## config.mk

```make
export PLATFORM = sky130hd
export DESIGN_NAME = gfsk_queue
export DESIGN_NICKNAME = d
export VERILOG_FILES = /design/src/rtl/goertzel_fsk_bit_detector_core_assert.svh /design/src/rtl/gfsk_pkg.sv /design/src/rtl/gfsk_queue.sv
export SDC_FILE = /design/constraint.sdc
export NUM_CORES = 1
export LEC_CHECK = 0
export ABC_AREA = 1
export BUFFER_PORTS_ARGS = -buffer_cell sky130_fd_sc_hd__buf_2
export CORE_AREA = 2 2 39 41
export DETAILED_ROUTE_END_ITERATION = 12
export DIE_AREA = 0 0 41 43
export GPL_TIMING_DRIVEN = 0
export HOLD_SLACK_MARGIN = 0.05
export PLACE_DENSITY_LB_ADDON = 0.15
export SYNTH_ARGS = -nofsm -noshare
export SYNTH_HDL_FRONTEND = slang
export SYNTH_SLANG_ARGS = --single-unit
```

## constraint.sdc

```tcl
create_clock -name clk -period 3.1 [get_ports clk]
set_clock_uncertainty 0.05 [all_clocks]
set_input_delay 0.62 -clock clk [delete_from_list [all_inputs] [get_ports clk]]
set_output_delay 0.62 -clock clk [all_outputs]
set_load 0.01 [all_outputs]
```

## src/rtl/goertzel_fsk_bit_detector_core_assert.svh

```systemverilog
// ----------------------------------------------------------------------------
// Assertion macros for the two-tone bit detector
// Shared property forms, clocked on clk, disabled while rst_n is low.
// ----------------------------------------------------------------------------
`ifndef GOERTZEL_FSK_BIT_DETECTOR_CORE_ASSERT_SVH
`define GOERTZEL_FSK_BIT_DETECTOR_CORE_ASSERT_SVH

// same-cycle implication
`define GFSK_ASSERT_IMP(lbl, ante, cons, msg) \
  lbl: assert property (@(posedge clk) disable iff (!rst_n) (ante) |-> (cons)) \
    else $error(msg);

// next-cycle implication
`define GFSK_ASSERT_NXT(lbl, ante, cons, msg) \
  lbl: assert property (@(posedge clk) disable iff (!rst_n) (ante) |=> (cons)) \
    else $error(msg);

`endif

```

## src/rtl/gfsk_pkg.sv

```systemverilog
// ----------------------------------------------------------------------------
// gfsk_pkg
// Constants, register indexes and inter-module structs of the bit detector.
// ----------------------------------------------------------------------------
package gfsk_pkg;

  localparam int WIN_LEN = 64;
  localparam int WIN_AW  = (WIN_LEN > 1) ? $clog2(WIN_LEN) : 1;
  localparam int FILL_W  = $clog2(WIN_LEN + 1);

  localparam int QDEPTH  = 2;
  localparam int QAW     = (QDEPTH > 1) ? $clog2(QDEPTH) : 1;

  localparam int CFG_AW  = 3;
  localparam int CFG_DW  = 16;

  localparam logic [8:0]  HOP_RST = 9'd20;
  localparam logic [15:0] THR_RST = 16'd32768;

  localparam logic signed [45:0] ST_MAX = 46'sd549755813887;
  localparam logic signed [45:0] ST_MIN = -46'sd549755813888;

  typedef enum logic [CFG_AW-1:0] {
    REG_MARK_COS  = 3'd0,
    REG_MARK_SIN  = 3'd1,
    REG_SPACE_COS = 3'd2,
    REG_SPACE_SIN = 3'd3,
    REG_HOP_LEN   = 3'd4,
    REG_THRESHOLD = 3'd5
  } gfsk_reg_t;

  typedef struct packed {
    logic signed [15:0] mark_cos;
    logic signed [15:0] mark_sin;
    logic signed [15:0] space_cos;
    logic signed [15:0] space_sin;
    logic [8:0]         hop_length;
    logic [15:0]        threshold;
  } gfsk_cfg_t;

  typedef struct packed {
    logic               clear;
    logic               step;
    logic               fin;
    logic signed [15:0] x;
  } gfsk_tone_cmd_t;

  typedef struct packed {
    logic        done;
    logic [44:0] mag;
  } gfsk_tone_sts_t;

endpackage

```

## src/rtl/gfsk_queue.sv

```systemverilog
// ----------------------------------------------------------------------------
// gfsk_queue
// Short queue of evaluation jobs (oldest window position) between front and back.
// ----------------------------------------------------------------------------
module gfsk_queue import gfsk_pkg::*; (
  input  logic              clk,
  input  logic              rst_n,
  input  logic              push,
  input  logic [WIN_AW-1:0] push_base,
  input  logic              pop,
  output logic [WIN_AW-1:0] head_base,
  output logic              empty
);

  logic [WIN_AW-1:0] ent_r [QDEPTH];
  logic [QAW-1:0]    wp_r, rp_r;
  logic [QAW:0]      cnt_r, cnt_nxt;

  assign empty     = (cnt_r == '0);
  assign head_base = ent_r[rp_r];

  always_comb begin
    cnt_nxt = cnt_r;
    if (push && !pop) cnt_nxt = cnt_r + (QAW+1)'(1);
    else if (pop && !push) cnt_nxt = cnt_r - (QAW+1)'(1);
  end

  always_ff @(posedge clk) begin
    if (!rst_n) begin
      wp_r  <= '0;
      rp_r  <= '0;
      cnt_r <= '0;
    end else begin
      cnt_r <= cnt_nxt;
      if (push) wp_r <= wp_r + QAW'(1);
      if (pop)  rp_r <= rp_r + QAW'(1);
    end
  end

  always_ff @(posedge clk) begin
    if (push) ent_r[wp_r] <= push_base;
  end

endmodule

```

After elaboration in Yosys (flattened, before gate mapping) --
Memories as Yosys holds them, arrays and structs flattened. A register that Yosys moved wholly into a read port is not among the register bits. Index checks and enable logic that the tools add are counted.
Operators by class: add/sub/neg operators 4, multiply operators 0, div/mod/pow operators 0, order comparisons 0, eq/ne operators 0, shifts and indexed selects 0, multiplexer cells 6, bitwise gates (word level) 0, reductions and logical operators 6
Operators by type and width (number):
- two-way mux 1 bit | 4
- two-way mux 2 bit | 2
- adder 1 bit, second input constant | 2
- adder 2 x 1 -> 2 bit, second input constant | 1
- logical AND 1 bit | 2
- logical NOT 1 bit | 2
- logical NOT 2 bit | 1
- nonzero test 2 bit | 1
- subtractor 2 x 1 -> 2 bit, second input constant | 1
Storage, ports and cells: register bits after elaboration 4, latch bits 0, RAM bits 12, memory bits (read-only) 0, bits of input ports 10, output and inout bits 7, memories 1
Memories:
- ent_r | words 2, bits a word 6, read ports 1, clocked after memory_dff 1, wr ports 1, line gfsk_queue.sv:15 | logic [WIN_AW-1:0] ent_r [QDEPTH];

Longest topological paths before layout --
depth in word-level cells 4, mapped depth 8, mapped depth without buffers 8

Worst setup path before layout --
No wires, ideal clock.
path kind reg2out, start register (tool-made name), end output head_base[0], arrival 0.763 ns, slack 1.667 ns, stages on the path, launching flop included 3, path buffers 1, cell sequence dfxtp_1 -> buf_6 -> mux2_2
RTL lines:
- to (decl) | line gfsk_queue.sv:11 | output logic [WIN_AW-1:0] head_base,

==> flow_summary_export.csv <==
group,metric,value,unit
logic_synthesis,synth-seq-area-share,69.3,%
logic_synthesis,yosysTopAreaCellShare,54.2,%
global_route,antenna_found_initial,0,
global_route,grtUsageTotal,13.1,%
worst_setup_path,crit_required,2.43,ns
placed_design,io_buffers,16,
worst_setup_path,cp.arrival,1.20,ns
outcome,run_status,"finished clean",
timing,fin_tns_setup,0,ns
worst_setup_path,path_max_fanout,6,
finish,num_antenna_cells,0,
pwr,power_switching,103,µW
clock_network,cts_setup_buffers,0,
clock_network,cts_hold_buf,0,
worst_setup_path,reg2regPathDepth,1,
floorplanning,dieArea,1760,µm²
pwr,power_density,555,nW/µm²
floorplanning,rows,14,
floorplanning,fp.dieH,43,µm
routing,viasPerCell,4.69,
clock_network,htreeDepth,1,
clock_network,cts_buffer_depth,2,
logic_synthesis,syn_nets,62,
hold_path,hold_class,"reg2reg",
logic_synthesis,async_flop_share,0,%
finish,drive_above_1_share,40.8,%
worst_setup_path,reg2reg_to,"ent_r[0][1]",
clock_network,clock-sinks,17,
logic_synthesis,yosysMostFrequentCell,"edfxtp_1",
global_route,grt_max_degree,11,
clock_network,clkTransAtPathRegs,0.09,ns
clock_network,post_cts_resized,0,
floorplanning,die_x,41,µm
logic_synthesis,yosys-top-cells-count,"12 x edfxtp_1, 8 x inv_1, 6 x mux2_2, 6 x nor2_1, 5 x dfxtp_1",
floorplanning,num_io_pins,17,
routing,ant_nets,0,
logic_synthesis,synth_area_per_cell,13.0,µm²
timing,fmax,534,MHz
clock_network,clkLatencyLatePin,0.28,ns
routing,drc,0,
global_route,grt_pass1_wl,1460,µm
worst_setup_path,crit_path_end,"head_base[1]",
timing,worst_pin_slew,0.529,ns
worst_setup_path,worstSetupPathType,"reg2out",
routing,wirelength,935,µm
pwr,power,439,µW
finish,layout.nets,83,
placed_design,post-dp-hpwl,705,µm
logic_synthesis,ys_warn_count,0,
logic_synthesis,yosysTopAreaCell,"edfxtp_1",
routing,vias,408,
clock_network,clockRootBuffer,"clkbuf_4",
pwr,p_sw_share,23.4,%
logic_synthesis,ys.flop_type,"edfxtp_1",
placed_design,routabilityCongestion,0.623,
pwr,power.leakage,0.000348,µW
clock_network,numCtsBuffers,3,
pwr,ir_drop,0.353,mV
logic_synthesis,synth.distinct_cells,16,
logic_synthesis,syn-cell-area,664,µm²
floorplanning,core,1380,µm²
pwr,clkPwrFrac,25.8,%
worst_setup_path,cp-end-kind,"output port",
timing,hold_viol,0,
global_route,overflow,0,
pwr,seq_power_share,60.4,%
timing,rsz0062_at_grt,"no",
clock_network,cts_tree,"built",
worst_setup_path,setup.worst_path.start_class,"register",
global_route,grt_pass1_vias,393,
timing,finalCriticalPeriod,1.87,ns
timing,setup_ws,1.23,ns
worst_setup_path,r2r_slack,1.91,ns
finish,n_fill_cell,122,
placed_design,pre_cts_ws,1.48,ns
routing,first_pass_iters,4,
worst_setup_path,reg2reg_from,"wp_r",
routing,drt_iter0_drc,8,
timing,timing.final.crit_share,60.4,%
finish,area_growth,19.2,%
pwr,intPower,337,µW
timing,hold_ws,0.466,ns
routing,routedWlPerCell,10.7,µm
timing,maxSlewHeadroom,64.6,%
floorplanning,initial_core_util,48.0,%
logic_synthesis,ys_top_cells_by_area,"edfxtp_1 54%, dfxtp_1 15%, mux2_2 10%, inv_1 4.5%, nor2_1 3.4%",
pwr,pwr-share-comb,13.8,%
logic_synthesis,synth_enable_flop_cells,12,
timing,setup_viol,0,
logic_synthesis,ys_ff_latch,17,
timing,drv_slew,0,
logic_synthesis,syn_inst,51,
flow_run,drv_cap,0,
## flip-flops by register name, indices dropped and copies added, names as in the netlist, named ones only
register / cells
rp_r: 1
ent_r: 12
wp_r: 1
cnt_r: 2
## cell families (layout without fill, tap and decap cells)
group                      count (synthesis)  after routing  synth area share, %
adders and majority gates                  1              1                 1.88
AOI/OAI and AO/OA                          2              2                 1.51
DFF                                       17             17                 69.3
and+or+nand+nor                           14             14                 9.04
xor gates and xnor gates                   1              1                 1.32
muxes                                      6              6                 10.2
buffers and inverters                     10             30                 6.78
## cell type report
class / count / area (µm²) / share of cell area, %
sequential: 17 / 460 / 58.1
clock inverter: 1 / 5.00 / 0.632
tap: 16 / 20.0 / 2.53
buffer: 1 / 11.3 / 1.42
multi-input combinational: 24 / 159 / 20.1
inverter: 9 / 33.8 / 4.27
timing repair buffer: 16 / 80.1 / 10.1
clock buffer: 3 / 22.5 / 2.84
## metrics by stage
step | utilization, % | std cells | instance area (µm²)
after floorplan | - | 51 | 664
after CTS | 57.2 | 87 | 792
after detailed placement | 55.2 | 83 | 764
after global placement | 55.2 | 83 | 764
final | 57.2 | 87 | 792
after global routing | 57.2 | 87 | 792
## critical path: stages (launching register included)
cell and delay [ns]:
dfxtp_1 0.33, buf_6 0.12, mux2_2 0.32, buf_2 0.14
## layer usage
metal | vias to the layer above | wire, µm | global-route usage, %
li1 | 210 | - | -
met1 | 180 | 401 | 13.5
met2 | 14 | 457 | 21.3
met3 | 4 | 51 | 3.14
met4 | 0 | 24 | 10.0
met5 | - | 0 | 0
## cells in the final DEF (no fill, tap or decap)
master	netlist	routed
clkbuf_4	0	3
inv_1	8	8
buf_2	0	16
buf_6	1	1
ha_1	1	1
nor3_1	1	1
nand3_1	1	1
dfxtp_1	5	5
edfxtp_1	12	12
nand2_2	1	1
nand4_1	1	1
nand2_1	4	4
a21oi_1	1	1
mux2_2	6	6
nor2_1	6	6
xnor2_1	1	1
inv_2	1	1
clkinv_2	0	1
o21ai_0	1	1
## worst min-delay path by stage
| stage | start | cells after the start | endpoint |
|---|---|---|---|
| 6_report | rp_r | 2 | register |
| 5_1_grt | push_base[3] | 1 | ent_r[0][3] |
| 4_1_cts | push_base[1] | 1 | ent_r[1][1] |
| 3_5_place_dp | cnt_r[0] | 1 | cnt_r[0] |
| 3_3_place_gp | cnt_r[0] | 1 | cnt_r[0] |
| 2_1_floorplan | cnt_r[0] | 1 | cnt_r[0] |
## power by group through the flow
stage                     registers (µW)  logic [µW]  clock network (µW)
after CTS                            266        62.1                 116
final                                266        60.6                 113
after global routing                 267        68.8                 125
after global placement               270        60.2                   0
after floorplan                      269        40.0                   0
after detailed placement             271        61.4                   0
(Power assumes the default switching activity.)
