==> src/rtl/goertzel_fsk_bit_detector_core_assert.svh <==
// ----------------------------------------------------------------------------
// Assertion macros for the two-tone bit detector
// Shared property forms, clocked on clk, disabled while rst_n is low.
// ----------------------------------------------------------------------------
`ifndef GOERTZEL_FSK_BIT_DETECTOR_CORE_ASSERT_SVH
`define GOERTZEL_FSK_BIT_DETECTOR_CORE_ASSERT_SVH

// same-cycle implication
`define GFSK_ASSERT_IMP(lbl, ante, cons, msg) \
  lbl: assert property (@(posedge clk) disable iff (!rst_n) (ante) |-> (cons)) \
    else $error(msg);

// next-cycle implication
`define GFSK_ASSERT_NXT(lbl, ante, cons, msg) \
  lbl: assert property (@(posedge clk) disable iff (!rst_n) (ante) |=> (cons)) \
    else $error(msg);

`endif

==> src/rtl/gfsk_pkg.sv <==
// ----------------------------------------------------------------------------
// gfsk_pkg
// Constants, register indexes and inter-module structs of the bit detector.
// ----------------------------------------------------------------------------
package gfsk_pkg;

  localparam int WIN_LEN = 64;
  localparam int WIN_AW  = (WIN_LEN > 1) ? $clog2(WIN_LEN) : 1;
  localparam int FILL_W  = $clog2(WIN_LEN + 1);

  localparam int QDEPTH  = 2;
  localparam int QAW     = (QDEPTH > 1) ? $clog2(QDEPTH) : 1;

  localparam int CFG_AW  = 3;
  localparam int CFG_DW  = 16;

  localparam logic [8:0]  HOP_RST = 9'd20;
  localparam logic [15:0] THR_RST = 16'd32768;

  localparam logic signed [45:0] ST_MAX = 46'sd549755813887;
  localparam logic signed [45:0] ST_MIN = -46'sd549755813888;

  typedef enum logic [CFG_AW-1:0] {
    REG_MARK_COS  = 3'd0,
    REG_MARK_SIN  = 3'd1,
    REG_SPACE_COS = 3'd2,
    REG_SPACE_SIN = 3'd3,
    REG_HOP_LEN   = 3'd4,
    REG_THRESHOLD = 3'd5
  } gfsk_reg_t;

  typedef struct packed {
    logic signed [15:0] mark_cos;
    logic signed [15:0] mark_sin;
    logic signed [15:0] space_cos;
    logic signed [15:0] space_sin;
    logic [8:0]         hop_length;
    logic [15:0]        threshold;
  } gfsk_cfg_t;

  typedef struct packed {
    logic               clear;
    logic               step;
    logic               fin;
    logic signed [15:0] x;
  } gfsk_tone_cmd_t;

  typedef struct packed {
    logic        done;
    logic [44:0] mag;
  } gfsk_tone_sts_t;

endpackage

==> src/rtl/gfsk_front.sv <==
// ----------------------------------------------------------------------------
// gfsk_front
// Config registers, sample window memory, fill/hop counting, job issue.
// ----------------------------------------------------------------------------
module gfsk_front import gfsk_pkg::*; (
  input  logic               clk,
  input  logic               rst_n,
  input  logic               in_valid,
  output logic               in_stall,
  input  logic signed [15:0] in_audio_sample,
  input  logic               cfg_valid,
  output logic               cfg_ready,
  input  logic [CFG_AW-1:0]  cfg_index,
  input  logic [CFG_DW-1:0]  cfg_data,
  output gfsk_cfg_t          cfg,
  input  logic               hold,
  output logic               push,
  output logic [WIN_AW-1:0]  push_base,
  input  logic [WIN_AW-1:0]  rd_addr,
  output logic signed [15:0] rd_data
);

  gfsk_cfg_t         cfg_r;
  logic [15:0]       win_mem [WIN_LEN];
  logic [15:0]       rd_data_r;
  logic [FILL_W-1:0] fill_r;
  logic [8:0]        hop_r, hop_inc;
  logic [WIN_AW-1:0] wr_pos_r, wr_pos_nxt;
  logic              acc, full;

  assign cfg_ready = 1'b1;
  assign cfg       = cfg_r;
  assign in_stall  = hold;
  assign acc       = in_valid && !in_stall;
  assign full      = (fill_r == FILL_W'(WIN_LEN));
  assign hop_inc   = hop_r + 9'd1;
  assign wr_pos_nxt = (wr_pos_r == WIN_AW'(WIN_LEN - 1)) ? '0 : wr_pos_r + WIN_AW'(1);
  assign push      = acc && full && (hop_inc >= cfg_r.hop_length);
  assign push_base = wr_pos_nxt;
  assign rd_data   = $signed(rd_data_r);

  always_ff @(posedge clk) begin
    if (!rst_n) begin
      cfg_r.mark_cos   <= '0;
      cfg_r.mark_sin   <= '0;
      cfg_r.space_cos  <= '0;
      cfg_r.space_sin  <= '0;
      cfg_r.hop_length <= HOP_RST;
      cfg_r.threshold  <= THR_RST;
    end else if (cfg_valid && cfg_ready) begin
      unique case (cfg_index)
        REG_MARK_COS:  cfg_r.mark_cos   <= $signed(cfg_data);
        REG_MARK_SIN:  cfg_r.mark_sin   <= $signed(cfg_data);
        REG_SPACE_COS: cfg_r.space_cos  <= $signed(cfg_data);
        REG_SPACE_SIN: cfg_r.space_sin  <= $signed(cfg_data);
        REG_HOP_LEN:   cfg_r.hop_length <= cfg_data[8:0];
        REG_THRESHOLD: cfg_r.threshold  <= cfg_data;
        default: ;
      endcase
    end
  end

  always_ff @(posedge clk) begin
    if (!rst_n) begin
      fill_r   <= '0;
      hop_r    <= '0;
      wr_pos_r <= '0;
    end else if (acc) begin
      wr_pos_r <= wr_pos_nxt;
      if (!full) begin
        fill_r <= fill_r + FILL_W'(1);
      end else if (push) begin
        hop_r <= '0;
      end else begin
        hop_r <= hop_inc;
      end
    end
  end

  always_ff @(posedge clk) begin
    if (acc) win_mem[wr_pos_r] <= in_audio_sample;
    rd_data_r <= win_mem[rd_addr];
  end

endmodule

==> config.mk <==
export PLATFORM = sky130hd
export DESIGN_NAME = gfsk_front
export DESIGN_NICKNAME = d
export VERILOG_FILES = /design/src/rtl/goertzel_fsk_bit_detector_core_assert.svh /design/src/rtl/gfsk_pkg.sv /design/src/rtl/gfsk_front.sv
export SDC_FILE = /design/constraint.sdc
export NUM_CORES = 1
export LEC_CHECK = 0
export ABC_AREA = 1
export BUFFER_PORTS_ARGS = -buffer_cell sky130_fd_sc_hd__buf_2
export CAP_MARGIN = 20
export CORE_AREA = 2 2 278 280
export CTS_CLUSTER_SIZE = 40
export DETAILED_ROUTE_END_ITERATION = 12
export DIE_AREA = 0 0 280 282
export PLACE_DENSITY_LB_ADDON = 0.05
export SYNTH_ARGS = -nofsm -noshare
export SYNTH_HDL_FRONTEND = slang
export SYNTH_SLANG_ARGS = --single-unit
export TNS_END_PERCENT = 100
==> constraint.sdc <==
create_clock -name clk -period 3.1 [get_ports clk]
set_input_delay 0.465 -clock clk [delete_from_list [all_inputs] [get_ports clk]]
set_output_delay 0.465 -clock clk [all_outputs]
set_load 0.05 [all_outputs]
Word-level counts from Yosys, hierarchy flattened
Memories as Yosys holds them, arrays and structs flattened. A register that Yosys moved wholly into a read port is not among the register bits.
Index checks and enable logic that the tools add are counted.
{"block": "op_classes", "addsub": 3, "mul": 0, "div_mod_pow": 0, "n_lt_le_gt_ge": 1, "eq_ne": 7, "shift": 0, "muxes": 4, "bitwise": 1, "reduce_logical": 13}
{"op": "$reduce_and 2->1", "n": 8}
{"op": "$add 9x1->9 const B", "n": 1}
{"op": "$ge 9x9->1", "n": 1}
{"op": "$mux 9", "n": 1}
{"op": "$add 7x1->7 const B", "n": 1}
{"op": "$eq 7x7->1 const B", "n": 1}
{"op": "$add 6x1->6 const B", "n": 1}
{"op": "$eq 3x2->1 const B", "n": 2}
{"op": "$eq 3x3->1 const B", "n": 2}
{"op": "$eq 6x6->1 const B", "n": 1}
{"op": "$mux 6", "n": 1}
{"op": "$eq 3x1->1 const B", "n": 1}
{"op": "$logic_and 1x1->1", "n": 3}
{"op": "$logic_not 3->1", "n": 1}
{"op": "$mux 1", "n": 2}
{"op": "$logic_not 1->1", "n": 1}
{"op": "$not 1->1", "n": 1}
{"block": "word_totals", "register_bits": 111, "latchBits": 0, "ram_bits": 1024, "rom_bits": 0, "input_bits": 46, "out_inout_bits": 114, "elab_cells": 39, "memories": 1}
{"name": "win_mem", "depth": 64, "width": 16, "read_ports": 1, "rd_clocked_by_memory_dff": 1, "write_ports": 1, "line_no": "gfsk_front.sv:24", "source": "logic [15:0] win_mem [WIN_LEN];"}

Longest topological paths before layout
Gate-level depths: netlist of run 1.
{"block": "depth", "depth_word": 5, "mapped_depth": 15, "ltp_nobuf": 15}

Least setup slack after synthesis of run 1
Ideal clock, no wire load.
{"block": "synth_path", "path_kind": "reg-to-output", "startpoint": "register hop_r[0]", "endpoint": "output port push", "t_arrival_ns": 2.075, "required_ns": 2.635, "setup_slack_ns": 0.560, "stages_incl_launch_ff": 14, "path_buffers": 0, "path_cell_list": "dfxtp_1 ha_1 nand3_1 nor2_1 nand4_1 xor2_1 inv_1 ha_1 nand2_1 nor2_1 o211ai_1 nand3_1 nand2_1 inv_1"}
{"block": "synth_between", "elab_chain_len": 3}
{"element": "from (decl)", "line_no": "gfsk_front.sv:27", "source": "logic [8:0] hop_r, hop_inc;"}
{"element": "from (signal assigned)", "line_no": "gfsk_front.sv:75", "source": "hop_r <= hop_inc;"}
{"element": "$add 9x1->9", "line_no": "gfsk_front.sv:36", "source": "assign hop_inc = hop_r + 9'd1;"}
{"element": "$ge 9x9->1", "line_no": "gfsk_front.sv:38", "source": "assign push = acc && full && (hop_inc >= cfg_r.hop_length);"}
{"element": "$logic_and 1x1->1", "line_no": "gfsk_front.sv:38"}
{"element": "to (decl)", "line_no": "gfsk_front.sv:17", "source": "output logic push,"}
Every way passes these cells.

Worst setup path in the final report of run 1
{"block": "layout_path", "startpoint": "register hop_r[1]", "endpoint": "output port push"}
Same word-level chain as after synthesis.

==> flow_summary_export.csv, run 1 <==
group,metric,value,unit
grt,first_global_vias,29380,
timing,fin_worst_skew,0.0194,ns
power,static-leakage-power,0.0199,uW
die,num_io_pins,160,
synth,synth_largest_area_cell,"sky130_fd_sc_hd__edfxtp_1",
synth,synthCells,4120,
clock_network,cts_buffers,111,
timing,final_period_minus_worst_setup_slack,3.11,ns
synth,syn_nets,4179,
final_layout,instances_no_fill,5395,
route,routedWlPerCell,22.3,um
grt,globalRouteOverflowTotal,0,
power,power-per-cell-area,631,nW/um2
placed_design,dp.cells,5179,
clock_network,cts_htree_levels,3,
die,die_height,282,um
synth,postSynthRegisterBits,1151,
synth,synth_cell_type_count,33,
power,max-vdd-ir-drop,0.000525,V
timing,max-slew-margin-rel,33.5,%
synth,multiplexer_share_of_the_synthesized_area,0,%
grt,antenna_found_initial,3,
placed_design,gp_congestion,0.925,
worst_hold_path,hold_path_class,"primary input to flop",
route,ant_nets,0,
synth,main_combinational_cell_family_by_area_after_synthesis,"simple AND/OR/NAND/NOR gates",
worst_hold_path,hold_path_startpoint,"cfg_data[15]",
synth,netlist_top_cells_area,"sky130_fd_sc_hd__edfxtp_1, sky130_fd_sc_hd__nand2_1, sky130_fd_sc_hd__nand3_1, sky130_fd_sc_hd__dfxtp_1, sky130_fd_sc_hd__nor2_1",
die,coreArea,75700,um2
final_layout,syn2layout_area_growth,12.9,%
placed_design,dpl_cell_area,48700,um2
timing,whs,0.103,ns
run_status,failed_checks,"negative setup slack",
worst_setup_path,cp_max_fo,3,
worst_setup_path,timing_worst_setup_path_type,"flop to primary output",
clock_network,ctsRootBufferMaster,"sky130_fd_sc_hd__clkbuf_16",
grt,grt_first_pass_wirelength,179000,um
grt,grt.total_usage,30.6,%
run_status,result_of_the_run,"complete, but fails checks",
clock_network,cts_buffer_depth,3,
timing,report.final.setup_viol,1,
timing,grt_setup_unrepaired,"true",
placed_design,io_buffers,158,
clock_network,clk_latency,0.67,ns
power,total_power,33200,uW
worst_setup_path,crit_path_end_kind,"primary output",
synth,synth-async-reset-ratio,0,%
worst_setup_path,critical_path_arrival,2.65,ns
worst_setup_path,worst-r2r-setup-slack,0.72,ns
synth,synth.most_common_cell,"sky130_fd_sc_hd__nand2_1",
worst_setup_path,critPathLaunch,"hop_r[1]$_SDFFE_PN0P_",
clock_network,cts_tree,"done",
synth,synthSimpleGateAreaFrac,22.4,%
synth,yosysTopAreaCellShare,66.0,%
route,first_pass_iters,6,
final_layout,design.final.nets,4378,
synth,synth.yosys.seq_area_share,71.4,%
run,max_cap_violations,0,
synth,syn_area_per_cell,11.3,um2
die,die_width,280,um
placed_design,dp_slack,0.327,ns
route,drcViolationCount,0,
worst_setup_path,worstPathRequired,2.63,ns
clock_network,path_clk_slew,0.06,ns
route,viasPerCell,5.76,
synth,ys.warnings.count,0,
timing,drv_slew,0,
synth,dominantRegCellSynth,"sky130_fd_sc_hd__edfxtp_1",
route,drt-initial-drc-count,3477,
worst_setup_path,rr_worst_depth,15,
die,std_cell_rows,101,
worst_setup_path,worstReg2RegStart,"hop_r[1]$_SDFFE_PN0P_",
synth,synth-edff-count,1024,
timing,tightestPinTransition,0.995,ns
synth,synth_xor_xnor_area_share,0.150,%
worst_hold_path,hold-path-cell-count,3,
timing,timing.fmax,0.321,GHz
die,floorplan.initialDensity,61.6,%
placed_design,dpl_hpwl,70400,um
route,totalWireLength,120000,um
synth,synth_common_cells,"sky130_fd_sc_hd__nand2_1, sky130_fd_sc_hd__edfxtp_1, sky130_fd_sc_hd__nand3_1",
clock_network,cts.sink_count,1151,
synth,synth_fa_ha_area_share,0.349,%
timing,postLayoutSetupSlackWorst,-0.0138,ns
die,die-area,79000,um2
final_layout,total_non_filler_cell_area_in_the_finished_layout,52600,um2
synth,synth-compound-area-share,1.59,%
route,route.vias.total,31088,
synth,synthesis.area,46600,um2
grt,grt_start_max_net_pins,147,
timing,hold_viol_final,0,
clock_network,postCtsHoldBufs,0,
final_layout,post_route_cells_drive_above_1_share,12.2,%
worst_setup_path,timing.critical_path.from_type,"flop",
timing,timing.final.crit_share,100,%
[metal layers]
metal	GRT usage (%)	up-vias	routed length, um
li1	-	14688	-
met1	40.6	14906	47300
met2	51.3	1271	58900
met3	5.20	221	9700
met4	11.1	2	4260
met5	0	-	10
[worst max-delay path, stage by stage (launching register included)]
cell	delay [ns]
sky130_fd_sc_hd__dfxtp_2	0.36
sky130_fd_sc_hd__ha_4	0.16
sky130_fd_sc_hd__nand3_4	0.09
sky130_fd_sc_hd__nor2_4	0.09
sky130_fd_sc_hd__nand4_1	0.10
sky130_fd_sc_hd__xor2_1	0.15
sky130_fd_sc_hd__inv_1	0.10
sky130_fd_sc_hd__ha_4	0.29
sky130_fd_sc_hd__nand2_4	0.05
sky130_fd_sc_hd__nor2_4	0.10
sky130_fd_sc_hd__o211ai_1	0.10
sky130_fd_sc_hd__nand3_1	0.12
sky130_fd_sc_hd__nand2_2	0.06
sky130_fd_sc_hd__inv_2	0.07
sky130_fd_sc_hd__buf_8	0.14
[logic make-up (layout without fill, tap and decap cells)]
logic type,Yosys count,count (layout)
xor gates and xnor gates,8,8
DFF,1151,1151
adders and majority gates,13,13
other,1,2
buffers and inverters,330,626
AOI/OAI and AO/OA,144,144
and+or+nand+nor,2473,2473
[state kept, by name (all words and copies together) (netlist names)]
signal    flops
win_mem    1024
cfg          89
rd_data      16
hop_r         9
fill_r        7
wr_pos_r      6
[power by group]
| group | internal, uW | switching (uW) | total, uW |
|---|---|---|---|
| Clock | 8120 | 5720 | 13800 |
| Sequential | 17000 | 68.5 | 17000 |
| Combinational | 557 | 1740 | 2300 |
[final cells by class]
class | count | area, um2
antenna | 1 | 2.50
clock buffer | 144 | 3100
clock inverter | 66 | 676
fill | 5495 | 23100
inverter | 81 | 330
multi-input combinational | 2639 | 11500
sequential | 1151 | 33300
tap | 978 | 1220
timing repair buffer | 335 | 2460
[per-stage QoR]
step	util (%)	TNS, ns
global placement	64.3	0
global route	69.5	-0.202
floorplan	-	0
detailed placement	64.3	0
finish	69.5	-0.0138
CTS	69.4	-0.0777
[final timing paths]
check | to
setup / recovery | push
hold / removal | cfg[15]$_SDFFE_PN1P_
hold reg to reg | cfg[34]$_SDFFE_PN0P_
setup reg to reg | hop_r[6]$_SDFFE_PN0P_
[layout by cell type (no fill, tap or decap), drive strengths merged, types with 2 or more instances in the layout]
master | Yosys | routed
nor2 | 232 | 232
clkinvlp | 0 | 7
buf | 212 | 335
xor2 | 8 | 8
nor3 | 7 | 7
nand2 | 1347 | 1347
clkinv | 0 | 42
nor3b | 2 | 2
nand3 | 882 | 882
o211ai | 3 | 3
o21ai | 96 | 96
clkbuf | 37 | 144
dfxtp | 127 | 127
a21oi | 41 | 41
ha | 13 | 13
bufinv | 0 | 13
nand4 | 2 | 2
inv | 81 | 85
edfxtp | 1024 | 1024
[repair_timing]
action | CTS | global route
endpoints found under the setup margin | 1 | 1
gates resized for setup | 16 | 9
endpoints found under the hold margin | 0 | 0
gates cloned | 0 | 0
pin swaps | 5 | 8
buffers inserted | 3 | 2
No activity file was read; power rests on OpenSTA's default activity.
==> run 2: changes to the inputs <==
--- a/config.mk
+++ b/config.mk
@@ -13,6 +13,7 @@
 export DETAILED_ROUTE_END_ITERATION = 12
 export DIE_AREA = 0 0 280 282
 export PLACE_DENSITY_LB_ADDON = 0.05
+export SKIP_CTS_REPAIR_TIMING = 1
 export SYNTH_ARGS = -nofsm -noshare
 export SYNTH_HDL_FRONTEND = slang
 export SYNTH_SLANG_ARGS = --single-unit
==> run 2 against run 1 <==
  * Critical path depth up 1
  * Count of clock-buffer cells in the layout unchanged
  * The run still ends with negative setup slack left
  * Hold slack worse by 0.00056 ns
  * Highest routed layer unchanged
  * Setup slack worse by 0.085 ns
  * Clock skew about the same
  * Combinational power about the same
  * Largest cell class unchanged
==> flow_summary_export.csv, run 2 (synthesis gave the netlist of run 1 again) <==
group,metric,value,unit
clock_network,ctsRootBufferMaster,"sky130_fd_sc_hd__clkbuf_16",
timing,timing.fmax,0.313,GHz
die,die-area,79000,um2
die,std_cell_rows,101,
clock_network,cts_htree_levels,3,
final_layout,syn2layout_area_growth,12.8,%
final_layout,utilization_after_layout,69.5,%
grt,antenna_found_initial,3,
timing,postLayoutSetupSlackWorst,-0.0986,ns
grt,grt.total_usage,30.5,%
die,coreArea,75700,um2
route,route.vias.total,31117,
worst_hold_path,hold-path-cell-count,3,
clock_network,cts_tree,"done",
clock_network,cts_buffer_depth,3,
die,die_height,282,um
timing,final_period_minus_worst_setup_slack,3.20,ns
clock_network,cts.sink_count,1151,
worst_hold_path,holdPathEnd,"cfg[9]$_SDFFE_PN0P_",
power,max-vdd-ir-drop,0.000523,V
timing,grt_setup_unrepaired,"true",
worst_setup_path,worstPathRequired,2.63,ns
clock_network,cts_buffers,111,
worst_setup_path,reg2reg_to,"hop_r[2]$_SDFFE_PN0P_",
timing,tightestPinTransition,0.992,ns
die,num_io_pins,160,
final_layout,multi_input_comb_area,11500,um2
timing,whs,0.102,ns
final_layout,post_route_cells_drive_above_1_share,12.2,%
route,viasPerCell,5.77,
timing,max-slew-margin-rel,33.6,%
timing,hold_viol_final,0,
grt,first_global_vias,29323,
run,max_cap_violations,0,
clock_network,clk_latency,0.67,ns
final_layout,instances_no_fill,5393,
route,routedWlPerCell,22.3,um
timing,report.final.setup_viol,1,
grt,grt_start_max_net_pins,147,
die,floorplan.initialDensity,61.6,%
worst_hold_path,hold_path_startpoint,"cfg_data[9]",
worst_hold_path,hold_path_class,"primary input to flop",
final_layout,n_fill_cell,5493,
timing,timing.final.crit_share,103,%
route,drt-initial-drc-count,3624,
run_status,failed_checks,"negative setup slack",
final_layout,max_flop_register,"win_mem",
timing,drv_slew,0,
final_layout,layout_common_cells,"sky130_fd_sc_hd__nand2_1, sky130_fd_sc_hd__edfxtp_1, sky130_fd_sc_hd__nand3_1, sky130_fd_sc_hd__nor2_1, sky130_fd_sc_hd__buf_2",
final_layout,layout.area.seq,33300,um2
worst_setup_path,crit_path_end_kind,"primary output",
route,ant_nets,0,
worst_setup_path,cp_max_fo,4,
run_status,result_of_the_run,"complete, but fails checks",
worst_setup_path,worst-r2r-setup-slack,0.73,ns
power,power-per-cell-area,631,nW/um2
final_layout,number_of_flip_flops_under_the_largest_register_name,1024,
timing,fin_worst_skew,0.0196,ns
grt,globalRouteOverflowTotal,0,
final_layout,final_common_cell,"sky130_fd_sc_hd__nand2_1",
route,first_pass_iters,6,
route,drcViolationCount,0,
power,static-leakage-power,0.0199,uW
placed_design,io_buffers,158,
worst_setup_path,rr_worst_depth,15,
worst_setup_path,timing.critical_path.from_type,"flop",
worst_setup_path,timing_worst_setup_path_type,"flop to primary output",
placed_design,dp.cells,5179,
grt,grt_first_pass_wirelength,178000,um
worst_setup_path,critical_path_arrival,2.73,ns
die,die_width,280,um
clock_network,path_clk_slew,0.06,ns
placed_design,dpl_hpwl,70400,um
route,totalWireLength,120000,um
placed_design,gp_congestion,0.925,
final_layout,design.final.nets,4376,
timing,setup-tns-final,-0.0986,ns
worst_setup_path,worstReg2RegStart,"hop_r[0]$_SDFFE_PN0P_",
[run 2: where the power goes]
part / switching (uW) / internal (uW)
clock network: 5740 / 8120
registers: 68.4 / 17000
logic: 1740 / 557
total: 7550 / 25700
[run 2: cell type report]
class | count | share of cell area [%]
repair buffers | 333 | 4.66
clock inverters | 66 | 1.28
inverters | 81 | 0.628
multi-input cells | 2639 | 21.9
flip-flops and latches | 1151 | 63.3
clock buffers | 144 | 5.89
well taps | 978 | 2.33
diodes | 1 | 0.00476
[run 2: through the flow]
step | setup slack (ns) | power [uW] | instance area [um2]
2_1_floorplan | 0.560 | 18700 | 46600
3_3_place_gp | 0.338 | 19600 | 48700
3_5_place_dp | 0.327 | 19600 | 48700
4_1_cts | -0.403 | 33300 | 52500
5_1_grt | -0.248 | 34100 | 52600
6_report | -0.0986 | 33200 | 52600
[run 2: worst max path at each step]
stage | from | to | slack [ns] | cells after the start
3_3_place_gp | hop_r[0]$_SDFFE_PN0P_ | push | 0.34 | 14
2_1_floorplan | hop_r[0]$_SDFFE_PN0P_ | push | 0.56 | 13
4_1_cts | hop_r[0]$_SDFFE_PN0P_ | push | -0.40 | 14
3_5_place_dp | hop_r[0]$_SDFFE_PN0P_ | push | 0.33 | 14
5_1_grt | hop_r[1]$_SDFFE_PN0P_ | push | -0.25 | 14
6_report | hop_r[0]$_SDFFE_PN0P_ | push | -0.1 | 15
[run 2: worst max-delay path, stage by stage (launching register included)]
cell                      delay, ns
sky130_fd_sc_hd__dfxtp_4       0.37
sky130_fd_sc_hd__ha_4          0.14
sky130_fd_sc_hd__nand3_4       0.09
sky130_fd_sc_hd__nor2_4        0.13
sky130_fd_sc_hd__nand4_1       0.11
sky130_fd_sc_hd__xor2_1        0.17
sky130_fd_sc_hd__inv_1         0.10
sky130_fd_sc_hd__ha_4          0.26
sky130_fd_sc_hd__nand2_2       0.07
sky130_fd_sc_hd__inv_2         0.03
sky130_fd_sc_hd__nor2_2        0.07
sky130_fd_sc_hd__o21a_1        0.13
sky130_fd_sc_hd__nand3_2       0.08
sky130_fd_sc_hd__nand2_2       0.11
sky130_fd_sc_hd__inv_2         0.05
sky130_fd_sc_hd__buf_8         0.14
[run 2: metal layers]
layer / vias up / share of wire, % / GRT usage (%)
li1: 14685 / - / -
met1: 14930 / 39 / 40.6
met2: 1290 / 49 / 51.3
met3: 210 / 8.3 / 5.15
met4: 2 / 3.5 / 10.9
met5: - / 0.010 / 0
